`src/hw/rtl/rdq_pkg.sv`:
```
// Shared types, constants and codes for the reversible double-ended queue.
`default_nettype none

package rdq_pkg;

   // Storage geometry.
   localparam int unsigned DEPTH       = 16;
   localparam int unsigned VALUE_WIDTH = 64;
   localparam int unsigned PTR_W       = $clog2(DEPTH);
   localparam int unsigned CNT_W       = $clog2(DEPTH + 1);

   // Fixed field widths of the transaction payloads.
   localparam int unsigned OPCODE_W      = 3;
   localparam int unsigned VALUE_FIELD_W = 64;
   localparam int unsigned ENTRY_COUNT_W = 5;
   localparam int unsigned ERROR_CODE_W  = 2;

   // Operation codes carried by a request.
   typedef enum logic [OPCODE_W-1:0] {
      OP_NONE       = 3'd0,
      OP_PUSH_FRONT = 3'd1,
      OP_PUSH_BACK  = 3'd2,
      OP_POP_FRONT  = 3'd3,
      OP_POP_BACK   = 3'd4,
      OP_REVERSE    = 3'd5
   } op_type;

   // Error codes returned with every response.
   typedef enum logic [ERROR_CODE_W-1:0] {
      ERR_OK    = 2'd0,
      ERR_EMPTY = 2'd1,
      ERR_FULL  = 2'd2
   } err_type;

   // Controller states.
   typedef enum logic [1:0] {
      ST_IDLE,
      ST_READ,
      ST_LOAD
   } state_type;

   // Request payload.
   typedef struct packed {
      logic [OPCODE_W-1:0]      opcode;
      logic [VALUE_FIELD_W-1:0] value_in;
   } req_type;

   // Response payload.
   typedef struct packed {
      logic [VALUE_FIELD_W-1:0] front_value;
      logic [VALUE_FIELD_W-1:0] back_value;
      logic [ENTRY_COUNT_W-1:0] entry_count;
      logic                     is_empty;
      logic [ERROR_CODE_W-1:0]  error_code;
   } rsp_type;

   // Commands from the controller to the datapath.
   typedef struct packed {
      logic exec;
      logic load;
   } cmd_type;

   // Status from the datapath.
   typedef struct packed {
      logic [CNT_W-1:0] count;
   } status_type;

endpackage

`default_nettype wire

```
`src/hw/rtl/rdq_ram.sv`:
```
// Generic RAM with one write port and two registered read ports.
`default_nettype none

module rdq_ram #(
   parameter int unsigned WIDTH  = 8,
   parameter int unsigned DEPTH  = 16,
   parameter int unsigned ADDR_W = $clog2(DEPTH)
) (
   input  wire logic              clock,
   input  wire logic              wr_en,
   input  wire logic [ADDR_W-1:0] wr_addr,
   input  wire logic [WIDTH-1:0]  wr_data,
   input  wire logic [ADDR_W-1:0] rd_addr_a,
   output logic      [WIDTH-1:0]  rd_data_a,
   input  wire logic [ADDR_W-1:0] rd_addr_b,
   output logic      [WIDTH-1:0]  rd_data_b
);

   logic [WIDTH-1:0] mem_ff [DEPTH];

   // Write port.
   always_ff @(posedge clock) begin
      if (wr_en) begin
         mem_ff[wr_addr] <= wr_data;
      end
   end

   // Registered read ports.
   always_ff @(posedge clock) begin
      rd_data_a <= mem_ff[rd_addr_a];
      rd_data_b <= mem_ff[rd_addr_b];
   end

endmodule

`default_nettype wire

```
`src/hw/rtl/rdq_ctrl.sv`:
```
// Controller state machine that sequences one transaction at a time.
`default_nettype none

module rdq_ctrl (
   input  wire logic             clock,
   input  wire logic             reset,
   input  wire logic             req_valid,
   output logic                  req_ready,
   output logic                  rsp_valid,
   input  wire logic             rsp_ready,
   output rdq_pkg::cmd_type      cmd
);
   import rdq_pkg::*;

   state_type state_ff, state_in;
   logic      rsp_valid_ff, rsp_valid_in;

   // State and response valid registers.
   always_ff @(posedge clock) begin
      if (reset) begin
         state_ff     <= ST_IDLE;
         rsp_valid_ff <= 1'b0;
      end else begin
         state_ff     <= state_in;
         rsp_valid_ff <= rsp_valid_in;
      end
   end

   // Next state and command decode.
   always_comb begin
      state_in     = state_ff;
      rsp_valid_in = rsp_valid_ff && !rsp_ready;
      req_ready    = 1'b0;
      cmd          = '0;
      unique case (state_ff)
         ST_IDLE: begin
            req_ready = 1'b1;
            if (req_valid) begin
               cmd.exec = 1'b1;
               state_in = ST_READ;
            end
         end
         ST_READ: begin
            state_in = ST_LOAD;
         end
         ST_LOAD: begin
            // Load the output register once it is empty or being drained.
            if (!rsp_valid_ff || rsp_ready) begin
               cmd.load     = 1'b1;
               rsp_valid_in = 1'b1;
               state_in     = ST_IDLE;
            end
         end
         default: begin
            state_in = ST_IDLE;
         end
      endcase
   end

   assign rsp_valid = rsp_valid_ff;

endmodule

`default_nettype wire

```
`src/hw/rtl/rdq_dpath.sv`:
```
// Datapath: pointers, count, direction bit, ring store and response register.
`default_nettype none

module rdq_dpath (
   input  wire logic             clock,
   input  wire logic             reset,
   input  wire rdq_pkg::cmd_type cmd,
   input  wire rdq_pkg::req_type req_data,
   output rdq_pkg::rsp_type      rsp_data,
   output rdq_pkg::status_type   status
);
   import rdq_pkg::*;

   logic [PTR_W-1:0] head_ff, head_in;
   logic [PTR_W-1:0] tail_ff, tail_in;
   logic [CNT_W-1:0] count_ff, count_in;
   logic             rev_ff, rev_in;
   err_type          err_ff, err_in;
   rsp_type          rsp_ff, rsp_in;

   logic                   wr_en;
   logic [PTR_W-1:0]       wr_addr;
   logic [VALUE_WIDTH-1:0] head_rd, tail_rd;
   logic                   at_head, full, empty;

   // Wrapping pointer steps.
   function automatic logic [PTR_W-1:0] ptr_inc(input logic [PTR_W-1:0] p);
      return (p == PTR_W'(DEPTH - 1)) ? '0 : p + PTR_W'(1);
   endfunction

   function automatic logic [PTR_W-1:0] ptr_dec(input logic [PTR_W-1:0] p);
      return (p == '0) ? PTR_W'(DEPTH - 1) : p - PTR_W'(1);
   endfunction

   assign full  = (count_ff == CNT_W'(DEPTH));
   assign empty = (count_ff == '0);

   // Queue update for an accepted transaction.
   always_comb begin
      head_in  = head_ff;
      tail_in  = tail_ff;
      count_in = count_ff;
      rev_in   = rev_ff;
      err_in   = err_ff;
      wr_en    = 1'b0;
      wr_addr  = head_ff;
      at_head  = 1'b0;
      if (cmd.exec) begin
         err_in = ERR_OK;
         unique case (op_type'(req_data.opcode))
            OP_PUSH_FRONT, OP_PUSH_BACK: begin
               // Front maps to the physical head unless the direction is flipped.
               at_head = (op_type'(req_data.opcode) == OP_PUSH_FRONT) ^ rev_ff;
               if (full) begin
                  err_in = ERR_FULL;
               end else begin
                  wr_en    = 1'b1;
                  count_in = count_ff + CNT_W'(1);
                  if (empty) begin
                     tail_in = head_ff;
                     wr_addr = head_ff;
                  end else if (at_head) begin
                     head_in = ptr_dec(head_ff);
                     wr_addr = ptr_dec(head_ff);
                  end else begin
                     tail_in = ptr_inc(tail_ff);
                     wr_addr = ptr_inc(tail_ff);
                  end
               end
            end
            OP_POP_FRONT, OP_POP_BACK: begin
               at_head = (op_type'(req_data.opcode) == OP_POP_FRONT) ^ rev_ff;
               if (empty) begin
                  err_in = ERR_EMPTY;
               end else begin
                  count_in = count_ff - CNT_W'(1);
                  if (count_ff == CNT_W'(1)) begin
                     tail_in = head_ff;
                  end else if (at_head) begin
                     head_in = ptr_inc(head_ff);
                  end else begin
                     tail_in = ptr_dec(tail_ff);
                  end
               end
            end
            OP_REVERSE: begin
               rev_in = ~rev_ff;
            end
            default: begin
            end
         endcase
      end
   end

   // Control state registers.
   always_ff @(posedge clock) begin
      if (reset) begin
         head_ff  <= '0;
         tail_ff  <= '0;
         count_ff <= '0;
         rev_ff   <= 1'b0;
         err_ff   <= ERR_OK;
      end else begin
         head_ff  <= head_in;
         tail_ff  <= tail_in;
         count_ff <= count_in;
         rev_ff   <= rev_in;
         err_ff   <= err_in;
      end
   end

   // Ring store, read continuously at both ends.
   rdq_ram #(
      .WIDTH (VALUE_WIDTH),
      .DEPTH (DEPTH)
   ) u_ram (
      .clock     (clock),
      .wr_en     (wr_en),
      .wr_addr   (wr_addr),
      .wr_data   (req_data.value_in[VALUE_WIDTH-1:0]),
      .rd_addr_a (head_ff),
      .rd_data_a (head_rd),
      .rd_addr_b (tail_ff),
      .rd_data_b (tail_rd)
   );

   // Response assembly; empty queues report zero values.
   always_comb begin
      rsp_in = rsp_ff;
      if (cmd.load) begin
         rsp_in.front_value = '0;
         rsp_in.back_value  = '0;
         if (!empty) begin
            rsp_in.front_value = VALUE_FIELD_W'(rev_ff ? tail_rd : head_rd);
            rsp_in.back_value  = VALUE_FIELD_W'(rev_ff ? head_rd : tail_rd);
         end
         rsp_in.entry_count = ENTRY_COUNT_W'(count_ff);
         rsp_in.is_empty    = empty;
         rsp_in.error_code  = err_ff;
      end
   end

   // Response payload register.
   always_ff @(posedge clock) begin
      rsp_ff <= rsp_in;
   end

   assign rsp_data     = rsp_ff;
   assign status.count = count_ff;

endmodule

`default_nettype wire

```
`src/hw/rtl/reversible_deque.sv`:
```
// Top level of the reversible double-ended queue.
// After acceptance a request passes through the read and load states; its response is then
// registered once the output register is free. Only one transaction is in flight at a time.
// The next request is taken while a finished response still waits in the output register.
// Reset is synchronous and active high: pointers, count, direction and handshake state clear.
// The ring store itself is not cleared; only occupied entries are ever reported.
`default_nettype none

module reversible_deque (
   input  wire logic             clock,
   input  wire logic             reset,
   input  wire logic             req_valid,
   output logic                  req_ready,
   input  wire rdq_pkg::req_type req_data,
   output logic                  rsp_valid,
   input  wire logic             rsp_ready,
   output rdq_pkg::rsp_type      rsp_data
);
   import rdq_pkg::*;

   cmd_type    cmd;
   status_type status;

   // Sequencing.
   rdq_ctrl u_ctrl (
      .clock     (clock),
      .reset     (reset),
      .req_valid (req_valid),
      .req_ready (req_ready),
      .rsp_valid (rsp_valid),
      .rsp_ready (rsp_ready),
      .cmd       (cmd)
   );

   // Queue state and storage.
   rdq_dpath u_dpath (
      .clock    (clock),
      .reset    (reset),
      .cmd      (cmd),
      .req_data (req_data),
      .rsp_data (rsp_data),
      .status   (status)
   );

   // The stored count never exceeds the depth.
   a_count_bound: assert property (@(posedge clock) disable iff (reset)
      status.count <= CNT_W'(DEPTH))
      else $error("stored count exceeds depth");

   // One transaction at a time: no new request right after an acceptance.
   a_one_at_a_time: assert property (@(posedge clock) disable iff (reset)
      (req_valid && req_ready) |=> !req_ready)
      else $error("request accepted while another is in flight");

   // An empty response carries zero values and a zero count.
   a_empty_zero: assert property (@(posedge clock) disable iff (reset)
      (rsp_valid && rsp_data.is_empty) |->
         (rsp_data.front_value == '0 && rsp_data.back_value == '0 &&
          rsp_data.entry_count == '0))
      else $error("empty response with nonzero fields");

   // A rejected push is only reported when the queue is full.
   a_full_err: assert property (@(posedge clock) disable iff (reset)
      (rsp_valid && rsp_data.error_code == ERR_FULL) |->
         (rsp_data.entry_count == ENTRY_COUNT_W'(DEPTH)))
      else $error("full error reported on a queue that is not full");

endmodule

`default_nettype wire

```
`config.mk`:
```
export PLATFORM = sky130hd
export DESIGN_NAME = reversible_deque
export DESIGN_NICKNAME = d
export VERILOG_FILES = /design/src/hw/rtl/rdq_pkg.sv /design/src/hw/rtl/rdq_ram.sv /design/src/hw/rtl/rdq_ctrl.sv /design/src/hw/rtl/rdq_dpath.sv /design/src/hw/rtl/reversible_deque.sv
export SDC_FILE = /design/constraint.sdc
export NUM_CORES = 2
export LEC_CHECK = 0
export ABC_AREA = 1
export BUFFER_PORTS_ARGS = -buffer_cell sky130_fd_sc_hd__buf_2
export CORE_ASPECT_RATIO = 1.25
export CORE_UTILIZATION = 67
export CTS_CLUSTER_DIAMETER = 120
export DETAILED_ROUTE_END_ITERATION = 7
export GPL_ROUTABILITY_DRIVEN = 0
export PLACE_DENSITY_LB_ADDON = 0.05
export SLEW_MARGIN = 0
export SYNTH_ARGS = -nofsm -noshare
export SYNTH_HDL_FRONTEND = slang
export SYNTH_SLANG_ARGS = --single-unit
```
`constraint.sdc`:
```
create_clock -name clock -period 21.3 [get_ports clock]
set_input_delay 1.065 -clock clock [delete_from_list [all_inputs] [get_ports clock]]
set_output_delay 1.065 -clock clock [all_outputs]
set_load 0.05 [all_outputs]
```
==> results.ini <==
[route]
vias=46900
drtPass1Iterations=6
postRouteAntennaNets=0
wl_mm=168
drtIter0Drc=7073
vias_per_cell=6.46
routedWlPerCell_um=23.2
drc=0

[pwr]
comb_power_share=0.140
peakVddDrop_mv=0.0767
clockPowerShare=0.374
p_per_area_nw_per_um2=93.9
leakagePower_nw=23.2
seqPwrFrac=0.486
switching_power_mw=1.66
p_int_mw=4.43
netSwitchingFraction=0.273

[floorplan]
rows=121
ios=209
die-width_um=268
dieArea_um2=89900
start_util=0.679
die_y_um=335
core_region_area_um2=87500

[setup_path]
path_delay_family=buffers and inverters
worstPathRequired_ns=21.66
cpMaxStageDelayCell=nor2_4
crit_arrival_ns=5.53
path_max_fanout=235
crit_chain=buf_12, inv_1, ha_1, inv_1, nand2_1, nand3_1, nand2_1, nand3_1, nor2_4, buf_4
end_kind=register
ff2ff_setup_slack_ns=16.13
critPathKind=register to register
path_buf_inv=4
start_kind=register
crit_path_max_incr_delay_ns=1.09

[logic_synthesis]
yosys.area.top_type_share=0.586
ys_seq_area_frac=0.635
synth_cells=6027
ys_ff_latch=1307
synth_area_leaders=edfxtp_1 (59%), o21ai_0 (11%), dfxtp_1 (4.9%), nand2_1 (4.7%), a21oi_1 (4.4%)
async_reset_ff_frac=0
synth_ff_type=edfxtp_1
synth_edf_count=1160
ys_types=31
syn_avg_cell_area_um2=9.87
yosys.area.top_type=edfxtp_1
synth_area_um2=59500
yosys_warnings=0
synth_nets=6107

[global_routing]
grt_pass1_wl_mm=256
grt_max_degree=279
track_usage=0.375
antenna_found_initial=16
overflow=0
grt_pass1_vias=44900

[clock_network]
root_buffer=clkbuf_16
cts_max_level=4
clk_latency_ns=0.74
cts_made_buffers=131
ctsResizeCount=0
clk_pin_slew_ns=0.06
holdBufCountCts=0
cts_setup_buffers=0
cts_tree=done
numClockSinks=1307
cts.path.max_buffers=3

[min_path]
hold_path_class=register to register

[sta]
slew_headroom=0.117
drv_slew=0
rsz0062_at_grt=no
fin_setup_tns_ns=0
setup_viol=0
holdWs_ns=0.441
fmax_ghz=0.194
final.setup_skew_ns=0.0266
worstMarginPinSlew_ns=1.32
post-route-period-util=0.243
hold_viol_final=0
min_period_ns=5.17

[placement]
port_buffers=208
dp_hpwl_mm=89.4

[cells_and_area]
area_growth_pct=9.19
nets=6051
fin_util=0.742
drive_above_1_share=0.0850

[run_status]
status=finished, final reports clean

[run]
max_cap_violations=0

## synth_stat cells, types with 2 or more instances
cell type,count
nand3_1,141
buf_1,37
or2_2,2
edfxtp_1,1160
o211ai_1,130
o21ai_0,1342
nand2_2,6
o21ai_1,226
buf_4,13
nor2_1,558
xor2_1,5
a21oi_1,525
nor2_2,2
inv_2,10
inv_1,474
nand4_1,72
xnor2_1,2
clkbuf_1,243
nand2_1,751
nor2_4,5
buf_6,6
dfxtp_1,147
buf_2,154
ha_1,9
## stage by stage
step                setup slack, ns  cell area, µm²  instances  total power [mW]
finish                        16.13           64900       7259              6.09
global route                  15.85           64900       7258              6.28
CTS                           16.12           64900       7249              6.08
detailed placement            16.15           60600       7006              3.84
global placement              16.20           60600       7006              3.82
floorplan                     13.86           59500       6027              3.57
## placed cells by master (no fill, tap or decap), drive strengths merged, types with 2 or more instances in the layout
| cell type | Yosys | layout |
|---|---|---|
| clkinv | 0 | 47 |
| nand4 | 72 | 72 |
| clkinvlp | 0 | 2 |
| o21ai | 1568 | 1568 |
| edfxtp | 1160 | 1160 |
| dfxtp | 147 | 147 |
| bufinv | 0 | 6 |
| buf | 210 | 265 |
| or2 | 2 | 2 |
| nand2 | 758 | 758 |
| a21oi | 525 | 525 |
| ha | 9 | 9 |
| inv | 484 | 489 |
| diode | 0 | 10 |
| xor2 | 5 | 5 |
| nor2 | 565 | 565 |
| xnor2 | 2 | 2 |
| clkbuf | 244 | 183 |
| nand3 | 143 | 143 |
| o211ai | 130 | 130 |
## layer usage
layer	up-vias	part of all wire	global-route usage
met4	6	0.045	0.190
met1	22200	0.36	0.485
met2	3107	0.49	0.614
met5	-	0.00022	0
li1	21100	-	-
met3	530	0.11	0.0614
## power groups by stage
stage	registers (mW)	logic [mW]	clock network (mW)
floorplan	3.03	0.537	0
global placement	3.01	0.812	0
detailed placement	3.01	0.829	0
CTS	2.96	0.836	2.29
global route	2.97	0.931	2.38
finish	2.96	0.852	2.28
## area by class of cell
cell class,count,area (µm²)
flip-flops and latches,1307,37800
fillers,6157,22600
multi-input cells,3782,18000
clock buffers,183,3730
inverters,484,1840
repair buffers,265,1510
well taps,1168,1460
clock inverters,60,517
diodes,10,25.0
## flip-flops by register name, summed over array words and instances, names as in the netlist
| name | count |
|---|---|
| u_dpath.tail_ff | 4 |
| u_dpath.u_ram.rd_data_a | 64 |
| u_dpath.err_ff | 2 |
| u_dpath.head_ff | 4 |
| u_dpath.rev_ff | 1 |
| u_ctrl.rsp_valid | 1 |
| u_dpath.rsp_data | 136 |
| u_ctrl.state_ff | 2 |
| u_dpath.u_ram.mem_ff | 1024 |
| u_dpath.u_ram.rd_data_b | 64 |
| u_dpath.status | 5 |
## worst paths after layout
check	startpoint	endpoint	cells past startpoint
hold / removal	u_dpath.err_ff[0]	u_dpath.rsp_data[0]	0
setup reg to reg	u_dpath.tail_ff[1]	u_dpath.u_ram.mem_ff[7][50]	10
setup / recovery	u_dpath.tail_ff[1]	u_dpath.u_ram.mem_ff[7][50]	10
hold reg to reg	u_dpath.err_ff[0]	u_dpath.rsp_data[0]	0
## logic make-up after synthesis
logic type | Yosys count | share of synthesized area
buf+inv | 938 | 0.0641
flops | 1307 | 0.635
fa+ha+maj | 9 | 0.00189
simple gates | 1542 | 0.105
xor+xnor | 7 | 0.00103
compound gates | 2224 | 0.193
Power figures use the tool's default switching activity.
